[src/rtl/core/slr_pkg.sv]
// package: constants, types and control structs of the shuffled lehmer generator
package slr_pkg;

  localparam int TABLE_SIZE   = 32;
  localparam int WARMUP_STEPS = 8;
  localparam int LOAD_STEPS   = TABLE_SIZE + WARMUP_STEPS;
  localparam int TBL_AW       = $clog2(TABLE_SIZE);
  localparam int CNT_W        = $clog2(LOAD_STEPS);

  localparam int VAL_W  = 31;
  localparam int MULT_W = 15;
  localparam int PROD_W = VAL_W + MULT_W;

  localparam logic [MULT_W-1:0] LEHMER_MULT = MULT_W'(16807);
  localparam logic [VAL_W-1:0]  LEHMER_MOD  = {VAL_W{1'b1}};

  // slot = held / (1 + (mod - 1) / size), a power of two for power-of-two sizes
  localparam longint SLOT_DIV   = 1 + (longint'(LEHMER_MOD) - 1) / TABLE_SIZE;
  localparam int     SLOT_SHIFT = $clog2(SLOT_DIV);

  typedef logic [VAL_W-1:0]  val_t;
  typedef logic [PROD_W-1:0] prod_t;
  typedef logic [TBL_AW-1:0] tbl_addr_t;
  typedef logic [CNT_W-1:0]  cnt_t;

  typedef enum logic [2:0] {
    ST_IDLE,
    ST_LOAD_MUL,
    ST_LOAD_RED,
    ST_DRAW_MUL,
    ST_DRAW_RED
  } slr_state_t;

  typedef struct packed {
    logic      load_init;
    logic      use_input;
    logic      mul;
    logic      reduce;
    logic      load_wr;
    tbl_addr_t load_addr;
    logic      load_last;
    logic      draw_read;
    logic      draw_fire;
  } slr_cmd_t;

  typedef struct packed {
    logic held_zero;
    logic out_free;
  } slr_status_t;

endpackage

[src/rtl/core/slr_req_if.sv]
// request channel: valid/ready with mode and seed magnitude
interface slr_req_if;
  import slr_pkg::*;
  logic valid;
  logic ready;
  logic mode;
  val_t seed_magnitude;

  modport source (output valid, output mode, output seed_magnitude, input ready);
  modport sink (input valid, input mode, input seed_magnitude, output ready);
endinterface

[src/rtl/core/slr_rsp_if.sv]
// response channel: valid/ready with the random value
interface slr_rsp_if;
  import slr_pkg::*;
  logic valid;
  logic ready;
  val_t random_value;

  modport source (output valid, output random_value, input ready);
  modport sink (input valid, input random_value, output ready);
endinterface

[src/rtl/core/slr_ram.sv]
// generic single-write ram with registered read
module slr_ram #(
  parameter int WIDTH = 31,
  parameter int DEPTH = 32
) (
  input  logic                     clk,
  input  logic                     we,
  input  logic [$clog2(DEPTH)-1:0] waddr,
  input  logic [WIDTH-1:0]         wdata,
  input  logic                     re,
  input  logic [$clog2(DEPTH)-1:0] raddr,
  output logic [WIDTH-1:0]         rdata
);

  logic [WIDTH-1:0] mem [DEPTH];

  always_ff @(posedge clk) begin
    if (we) begin
      mem[waddr] <= wdata;
    end
    if (re) begin
      rdata <= mem[raddr];
    end
  end

endmodule

[src/rtl/core/slr_ctrl.sv]
// controller: sequences table load and draw steps
module slr_ctrl
  import slr_pkg::*;
(
  input  logic        clk,
  input  logic        rst,
  input  logic        in_valid,
  input  logic        in_mode,
  output logic        in_ready,
  input  slr_status_t status,
  output slr_cmd_t    cmd
);

  slr_state_t state, state_next;
  cnt_t       cnt, cnt_next;
  logic       accept;

  always_ff @(posedge clk) begin
    if (rst) begin
      state <= ST_IDLE;
      cnt   <= '0;
    end else begin
      state <= state_next;
      cnt   <= cnt_next;
    end
  end

  assign in_ready = (state == ST_IDLE);
  assign accept   = in_valid && in_ready;

  always_comb begin
    state_next    = state;
    cnt_next      = cnt;
    cmd           = '0;
    cmd.use_input = in_mode;
    cmd.load_addr = cnt[TBL_AW-1:0];
    unique case (state)
      ST_IDLE: begin
        if (accept) begin
          if (in_mode || status.held_zero) begin
            cmd.load_init = 1'b1;
            cnt_next      = CNT_W'(LOAD_STEPS - 1);
            state_next    = ST_LOAD_MUL;
          end else begin
            state_next = ST_DRAW_MUL;
          end
        end
      end
      ST_LOAD_MUL: begin
        cmd.mul    = 1'b1;
        state_next = ST_LOAD_RED;
      end
      ST_LOAD_RED: begin
        cmd.reduce  = 1'b1;
        cmd.load_wr = ({1'b0, cnt} < (CNT_W + 1)'(TABLE_SIZE));
        if (cnt == '0) begin
          cmd.load_last = 1'b1;
          state_next    = ST_DRAW_MUL;
        end else begin
          cnt_next   = cnt - 1'b1;
          state_next = ST_LOAD_MUL;
        end
      end
      ST_DRAW_MUL: begin
        cmd.mul       = 1'b1;
        cmd.draw_read = 1'b1;
        state_next    = ST_DRAW_RED;
      end
      ST_DRAW_RED: begin
        if (status.out_free) begin
          cmd.reduce    = 1'b1;
          cmd.draw_fire = 1'b1;
          state_next    = ST_IDLE;
        end
      end
      default: begin
        state_next = ST_IDLE;
      end
    endcase
  end

endmodule

[src/rtl/core/slr_dpath.sv]
// datapath: lehmer multiply and fold, shuffle table, held value and output register
module slr_dpath
  import slr_pkg::*;
(
  input  logic        clk,
  input  logic        rst,
  input  slr_cmd_t    cmd,
  input  val_t        seed_magnitude,
  input  logic        out_ready,
  output logic        out_valid,
  output val_t        out_data,
  output slr_status_t status
);

  val_t            seed;
  val_t            held;
  prod_t           prod;
  val_t            sanitized;
  logic [VAL_W:0]  fold_sum;
  val_t            folded;
  tbl_addr_t       slot;
  logic            ram_we;
  tbl_addr_t       ram_waddr;
  val_t            ram_rdata;

  assign sanitized = (seed_magnitude == '0 || seed_magnitude == LEHMER_MOD)
                     ? VAL_W'(1) : seed_magnitude;

  // p mod (2^31 - 1) = high part + low part, one conditional subtract
  assign fold_sum = {1'b0, prod[VAL_W-1:0]} + (VAL_W + 1)'(prod[PROD_W-1:VAL_W]);
  assign folded   = (fold_sum >= {1'b0, LEHMER_MOD})
                    ? VAL_W'(fold_sum - {1'b0, LEHMER_MOD}) : fold_sum[VAL_W-1:0];

  assign slot = held[VAL_W-1:SLOT_SHIFT];

  always_ff @(posedge clk) begin
    if (cmd.mul) begin
      prod <= PROD_W'(seed) * PROD_W'(LEHMER_MULT);
    end
  end

  always_ff @(posedge clk) begin
    if (rst) begin
      seed      <= VAL_W'(1);
      held      <= '0;
      out_valid <= 1'b0;
    end else begin
      if (cmd.load_init) begin
        seed <= cmd.use_input ? sanitized : VAL_W'(1);
      end else if (cmd.reduce) begin
        seed <= folded;
      end
      if (cmd.load_last) begin
        held <= folded;
      end else if (cmd.draw_fire) begin
        held <= ram_rdata;
      end
      if (cmd.draw_fire) begin
        out_valid <= 1'b1;
      end else if (out_ready) begin
        out_valid <= 1'b0;
      end
    end
  end

  always_ff @(posedge clk) begin
    if (cmd.draw_fire) begin
      out_data <= ram_rdata;
    end
  end

  assign ram_we    = cmd.load_wr || cmd.draw_fire;
  assign ram_waddr = cmd.draw_fire ? slot : cmd.load_addr;

  slr_ram #(
    .WIDTH (VAL_W),
    .DEPTH (TABLE_SIZE)
  ) u_table (
    .clk   (clk),
    .we    (ram_we),
    .waddr (ram_waddr),
    .wdata (folded),
    .re    (cmd.draw_read),
    .raddr (slot),
    .rdata (ram_rdata)
  );

  assign status.held_zero = (held == '0);
  assign status.out_free  = !out_valid || out_ready;

endmodule

[src/rtl/core/shuffled_lehmer_random.sv]
// top level: shuffled lehmer random generator
//
//   channel  role   handshake      payload
//   req      sink   valid/ready    mode, seed_magnitude
//   rsp      source valid/ready    random_value
//
// a draw from a loaded table: rsp valid is registered after the multiply and fold states
// req is accepted only in idle: a new req waits for the multiply and fold of the last one
// a reseed, or the first draw after reset, adds 40 lehmer steps, each a multiply and a fold
// each lehmer step is one registered 31x15 multiply followed by one fold and subtract
// rst is synchronous; seed resets to 1 and held value to 0 (table not loaded)
// a stalled rsp holds the last fold until the output register frees; req waits meanwhile
module shuffled_lehmer_random
  import slr_pkg::*;
(
  input logic     clk,
  input logic     rst,
  slr_req_if.sink req,
  slr_rsp_if.source rsp
);

  slr_cmd_t    cmd;
  slr_status_t status;

  slr_ctrl u_ctrl (
    .clk      (clk),
    .rst      (rst),
    .in_valid (req.valid),
    .in_mode  (req.mode),
    .in_ready (req.ready),
    .status   (status),
    .cmd      (cmd)
  );

  slr_dpath u_dpath (
    .clk            (clk),
    .rst            (rst),
    .cmd            (cmd),
    .seed_magnitude (req.seed_magnitude),
    .out_ready      (rsp.ready),
    .out_valid      (rsp.valid),
    .out_data       (rsp.random_value),
    .status         (status)
  );

endmodule

[src/flat_wrapper.sv]
// flat-port wrapper written by rule: the top's interface ports become plain ports
module shuffled_lehmer_random_flat import slr_pkg::*;
  (clk, rst, req_valid, req_mode, req_seed_magnitude, req_ready, rsp_valid, rsp_random_value, rsp_ready);
  slr_req_if req_i ();
  slr_rsp_if rsp_i ();
  input logic clk;
  input logic rst;
  input wire logic [$bits(req_i.valid)-1:0] req_valid;
  input wire logic [$bits(req_i.mode)-1:0] req_mode;
  input wire logic [$bits(req_i.seed_magnitude)-1:0] req_seed_magnitude;
  output wire logic [$bits(req_i.ready)-1:0] req_ready;
  output wire logic [$bits(rsp_i.valid)-1:0] rsp_valid;
  output wire logic [$bits(rsp_i.random_value)-1:0] rsp_random_value;
  input wire logic [$bits(rsp_i.ready)-1:0] rsp_ready;
  assign req_i.valid = req_valid;
  assign req_i.mode = req_mode;
  assign req_i.seed_magnitude = req_seed_magnitude;
  assign req_ready = req_i.ready;
  assign rsp_valid = rsp_i.valid;
  assign rsp_random_value = rsp_i.random_value;
  assign rsp_i.ready = rsp_ready;
  shuffled_lehmer_random u_core (.clk(clk), .rst(rst), .req(req_i), .rsp(rsp_i));
endmodule
[config.mk]
export PLATFORM = sky130hd
export DESIGN_NAME = shuffled_lehmer_random_flat
export DESIGN_NICKNAME = d
export VERILOG_FILES = /design/src/rtl/core/slr_pkg.sv /design/src/rtl/core/slr_req_if.sv /design/src/rtl/core/slr_rsp_if.sv /design/src/rtl/core/slr_ram.sv /design/src/rtl/core/slr_ctrl.sv /design/src/rtl/core/slr_dpath.sv /design/src/rtl/core/shuffled_lehmer_random.sv /design/src/flat_wrapper.sv
export SDC_FILE = /design/constraint.sdc
export NUM_CORES = 2
export LEC_CHECK = 0
export BUFFER_PORTS_ARGS = -buffer_cell sky130_fd_sc_hd__buf_2
export CAP_MARGIN = 20
export CORE_MARGIN = 5
export CORE_UTILIZATION = 55
export CTS_CLUSTER_SIZE = 30
export DETAILED_ROUTE_END_ITERATION = 10
export HOLD_SLACK_MARGIN = 0.12
export PLACE_DENSITY_LB_ADDON = 0.12
export RECOVER_POWER = 25
export SLEW_MARGIN = 20
export SYNTH_ARGS = -nofsm -noshare
export SYNTH_HDL_FRONTEND = slang
export SYNTH_SLANG_ARGS = --single-unit
[constraint.sdc]
create_clock -name clk -period 13.76 [get_ports clk]
set_clock_uncertainty 0.2 [all_clocks]
set_input_delay 2.752 -clock clk [delete_from_list [all_inputs] [get_ports clk]]
set_output_delay 2.752 -clock clk [all_outputs]
set_load 0.02 [all_outputs]
==> flow_metrics.env <==
export IMPL_min_to="u_core.u_dpath.out_data[7]$_DFFE_PP_"
export IMPL_grt_overflow=0
export IMPL_end_kind="flop"
export IMPL_finalSetupViolCount=0
export IMPL_r2r_end="u_core.u_dpath.u_table.rdata[8]$_DFFE_PP_"
export IMPL_routed_wl_mm=152
export IMPL_min_from="u_core.u_dpath.u_table.rdata[7]$_DFFE_PP_"
export IMPL_start_kind="flop"
export IMPL_violations="max-capacitance violations, max-slew violations"
export IMPL_cts_root_buffer="clkbuf_16"
export IMPL_dp_hpwl_mm=95.9
export IMPL_rr_worst_depth=6
export IMPL_die_y_um=326
export IMPL_port_buffers=68
export IMPL_synth_edf_count=1100
export IMPL_routed_via_density=6.40
export IMPL_ys_seq_area_share_pct=62.9
export IMPL_cts_buffers=115
export IMPL_start_util_pct=55.5
export IMPL_die_area_sq_mm=0.106
export IMPL_most_common_layout_cells="edfxtp_1, inv_1, a21oi_1, ha_1, mux2i_1"
export IMPL_final_common_cell="edfxtp_1"
export IMPL_clock_latency_ns=0.72
export IMPL_async_flop_share_pct=0
export IMPL_drt_initial_drc_count=3550
export IMPL_slew_headroom_pct=-184
export IMPL_hp_class="flop to flop"
export IMPL_fin_util_pct=61.7
export IMPL_fin_hold_ws_ns=0.271
export IMPL_fin_crit_sh_pct=66.1
export IMPL_crit_chain="clkbuf_1 > or2_0 > clkbuf_1 > o21ai_0 > o22ai_1 > o31ai_1"
export IMPL_synth_area_sq_mm=0.0548
export IMPL_cts_buffer_depth=3
export IMPL_grt_antenna_before_repair=4
export IMPL_rsz0062_at_grt="no"
export IMPL_worst_slew_pin_slew_ns=4.26
export IMPL_worstPathRequired_ns=13.95
export IMPL_synth_seq_cells=1172
export IMPL_maxCapViolCount=21
export IMPL_worstSetupPathType="flop to flop"
export IMPL_hold_violations=0
export IMPL_ant_nets=0
export IMPL_clk_pin_slew_ns=0.06
export IMPL_synth_nets=4026
export IMPL_drc_errors=0
export IMPL_ios=69
export IMPL_fillers=7335
export IMPL_place_inst=4931
export IMPL_cts_sinks=1172
export IMPL_ys_types=87
export IMPL_final_max_slew_viol_count=815
export IMPL_worst_path_buf_inv=2
export IMPL_multiInputGateArea_sq_mm=0.0188
export IMPL_die_w_um=326
export IMPL_fin_nets=4138
export IMPL_coreArea_sq_mm=0.0987
export IMPL_cts_hold_buf=0
export IMPL_wl_per_cell_um=29.4
export IMPL_crit_family="buffers and inverters"
export IMPL_layout_drive_gt1_share_pct=14.3
export IMPL_yosysWarnings=0
export IMPL_fin_crit_ns=9.10
export IMPL_max_stage_delay_ns=2.98
export IMPL_num_rows=115
export IMPL_seqCellArea_sq_mm=0.0345
export IMPL_cpMostUsedCell="clkbuf_1"
export IMPL_grt_pass1_vias=32903
export IMPL_dr_pass1_iters=6
export IMPL_instances_no_fill=5155
export IMPL_synth_ff_type="edfxtp_1"
export IMPL_cts_resized_gates=0
export IMPL_postCtsSetupBuffers=0
export IMPL_tritoncts="yes"
export IMPL_slowest_stage="clkbuf_1"
export IMPL_fmax_mhz=110
export IMPL_grt_max_degree=103
export IMPL_place_gp_congestion=0.944
export IMPL_status="finished with violations"
export IMPL_grt_use_total_pct=28.2
export IMPL_crit_arrival_ns=9.29
export IMPL_htree_levels=3
export IMPL_syn_avg_cell_area_sq_um=15.0
export IMPL_num_vias=33004
export IMPL_final_setup_tns_ns=0
export IMPL_reg2reg_from="u_core.u_dpath.held[28]$_SDFFE_PP0P_"
export IMPL_ff2ff_setup_slack_ns=4.66
export IMPL_syn2layout_area_growth_pct=11.1
export IMPL_worstHoldPathCells=0
export IMPL_cp_max_fo=66
export IMPL_netlist_instances=3652
export IMPL_grt_pass1_wl_mm=221
metal layers:
layer / GRT usage (%) / share of wire (%)
met4: 9.74 / 3.8
met1: 38.8 / 40
met3: 4.72 / 8.0
met5: 0 / 0.020
met2: 46.5 / 48
worst max-delay path by stage:
stage	end	depth (start not counted)	slack [ns]	from
floorplan	u_core.u_dpath.prod[43]$_DFFE_PP_	23	7.60	u_core.u_dpath.seed[16]$_SDFFE_PP0P_
global placement	u_core.u_dpath.prod[43]$_DFFE_PP_	23	6.81	u_core.u_dpath.seed[17]$_SDFFE_PP0P_
detailed placement	u_core.u_dpath.prod[44]$_DFFE_PP_	22	6.77	u_core.u_dpath.seed[13]$_SDFFE_PP0P_
CTS	u_core.u_dpath.prod[44]$_DFFE_PP_	22	6.75	u_core.u_dpath.seed[13]$_SDFFE_PP0P_
global route	u_core.u_dpath.u_table.mem[12][26]$_DFFE_PP_	10	4.32	rsp_ready
finish	u_core.u_dpath.u_table.rdata[8]$_DFFE_PP_	6	4.66	u_core.u_dpath.held[28]$_SDFFE_PP0P_
per-stage QoR:
stage,instance area [sq um],setup WS [ns]
5_1_grt,60900,4.32
6_report,60900,4.66
3_3_place_gp,57100,6.81
4_1_cts,61000,6.75
2_1_floorplan,54800,7.60
3_5_place_dp,57200,6.77
synth_stat cells (all sizes together) (12+ instances only):
library cell | n | share of area (%)
nand3 | 30 | 0.27
and3 | 17 | 0.20
buf | 43 | 0.34
xnor2 | 56 | 0.89
o21ai | 100 | 0.91
nand2 | 129 | 0.88
ha | 204 | 4.7
nand4 | 24 | 0.27
clkbuf | 120 | 0.83
edfxtp | 1100 | 60
a211oi | 29 | 0.43
a21oi | 243 | 2.2
dfxtp | 72 | 2.6
a221oi | 22 | 0.39
o31ai | 35 | 0.48
o221ai | 64 | 1.0
and4 | 12 | 0.19
mux2 | 63 | 1.3
a31oi | 14 | 0.16
xor2 | 21 | 0.34
o22ai | 66 | 0.75
and2 | 24 | 0.28
nor3 | 20 | 0.18
fa | 134 | 4.9
nor4 | 24 | 0.30
nor2 | 132 | 0.90
o21a | 23 | 0.32
mux2i | 191 | 3.5
or2 | 14 | 0.16
mux4 | 124 | 5.1
a21o | 35 | 0.48
inv | 320 | 2.2
logic make-up after synthesis:
kind of cell | share of synthesized area, %
DFF | 62.9
AOI/OAI and AO/OA | 8.67
and+or+nand+nor | 4.42
adders and majority gates | 9.55
muxes | 9.88
xor gates and xnor gates | 1.23
buffers and inverters | 3.36
area by class of cell:
cell class	count	share of cell area [%]
diodes	1	0.00411
clock buffers	135	4.89
clock inverters	85	1.34
inverters	320	1.97
multi-input cells	1997	30.9
flip-flops and latches	1172	56.6
well taps	1287	2.65
repair buffers	158	1.60
state kept, by name, summed over array words and instances, names as in the netlist:
| signal | flops |
|---|---|
| u_core.u_dpath.u_table.mem | 992 |
| u_core.u_dpath.prod | 46 |
| u_core.u_ctrl.cnt | 6 |
| u_core.u_dpath.out_data | 31 |
| u_core.u_dpath.held | 31 |
| u_core.u_dpath.u_table.rdata | 31 |
| u_core.u_dpath.seed | 31 |
| u_core.u_ctrl.state | 3 |
| u_core.u_dpath.out_valid | 1 |
Power is not shown: default switching activity piles up to over one toggle a cycle in this logic, so the estimate is an artifact.
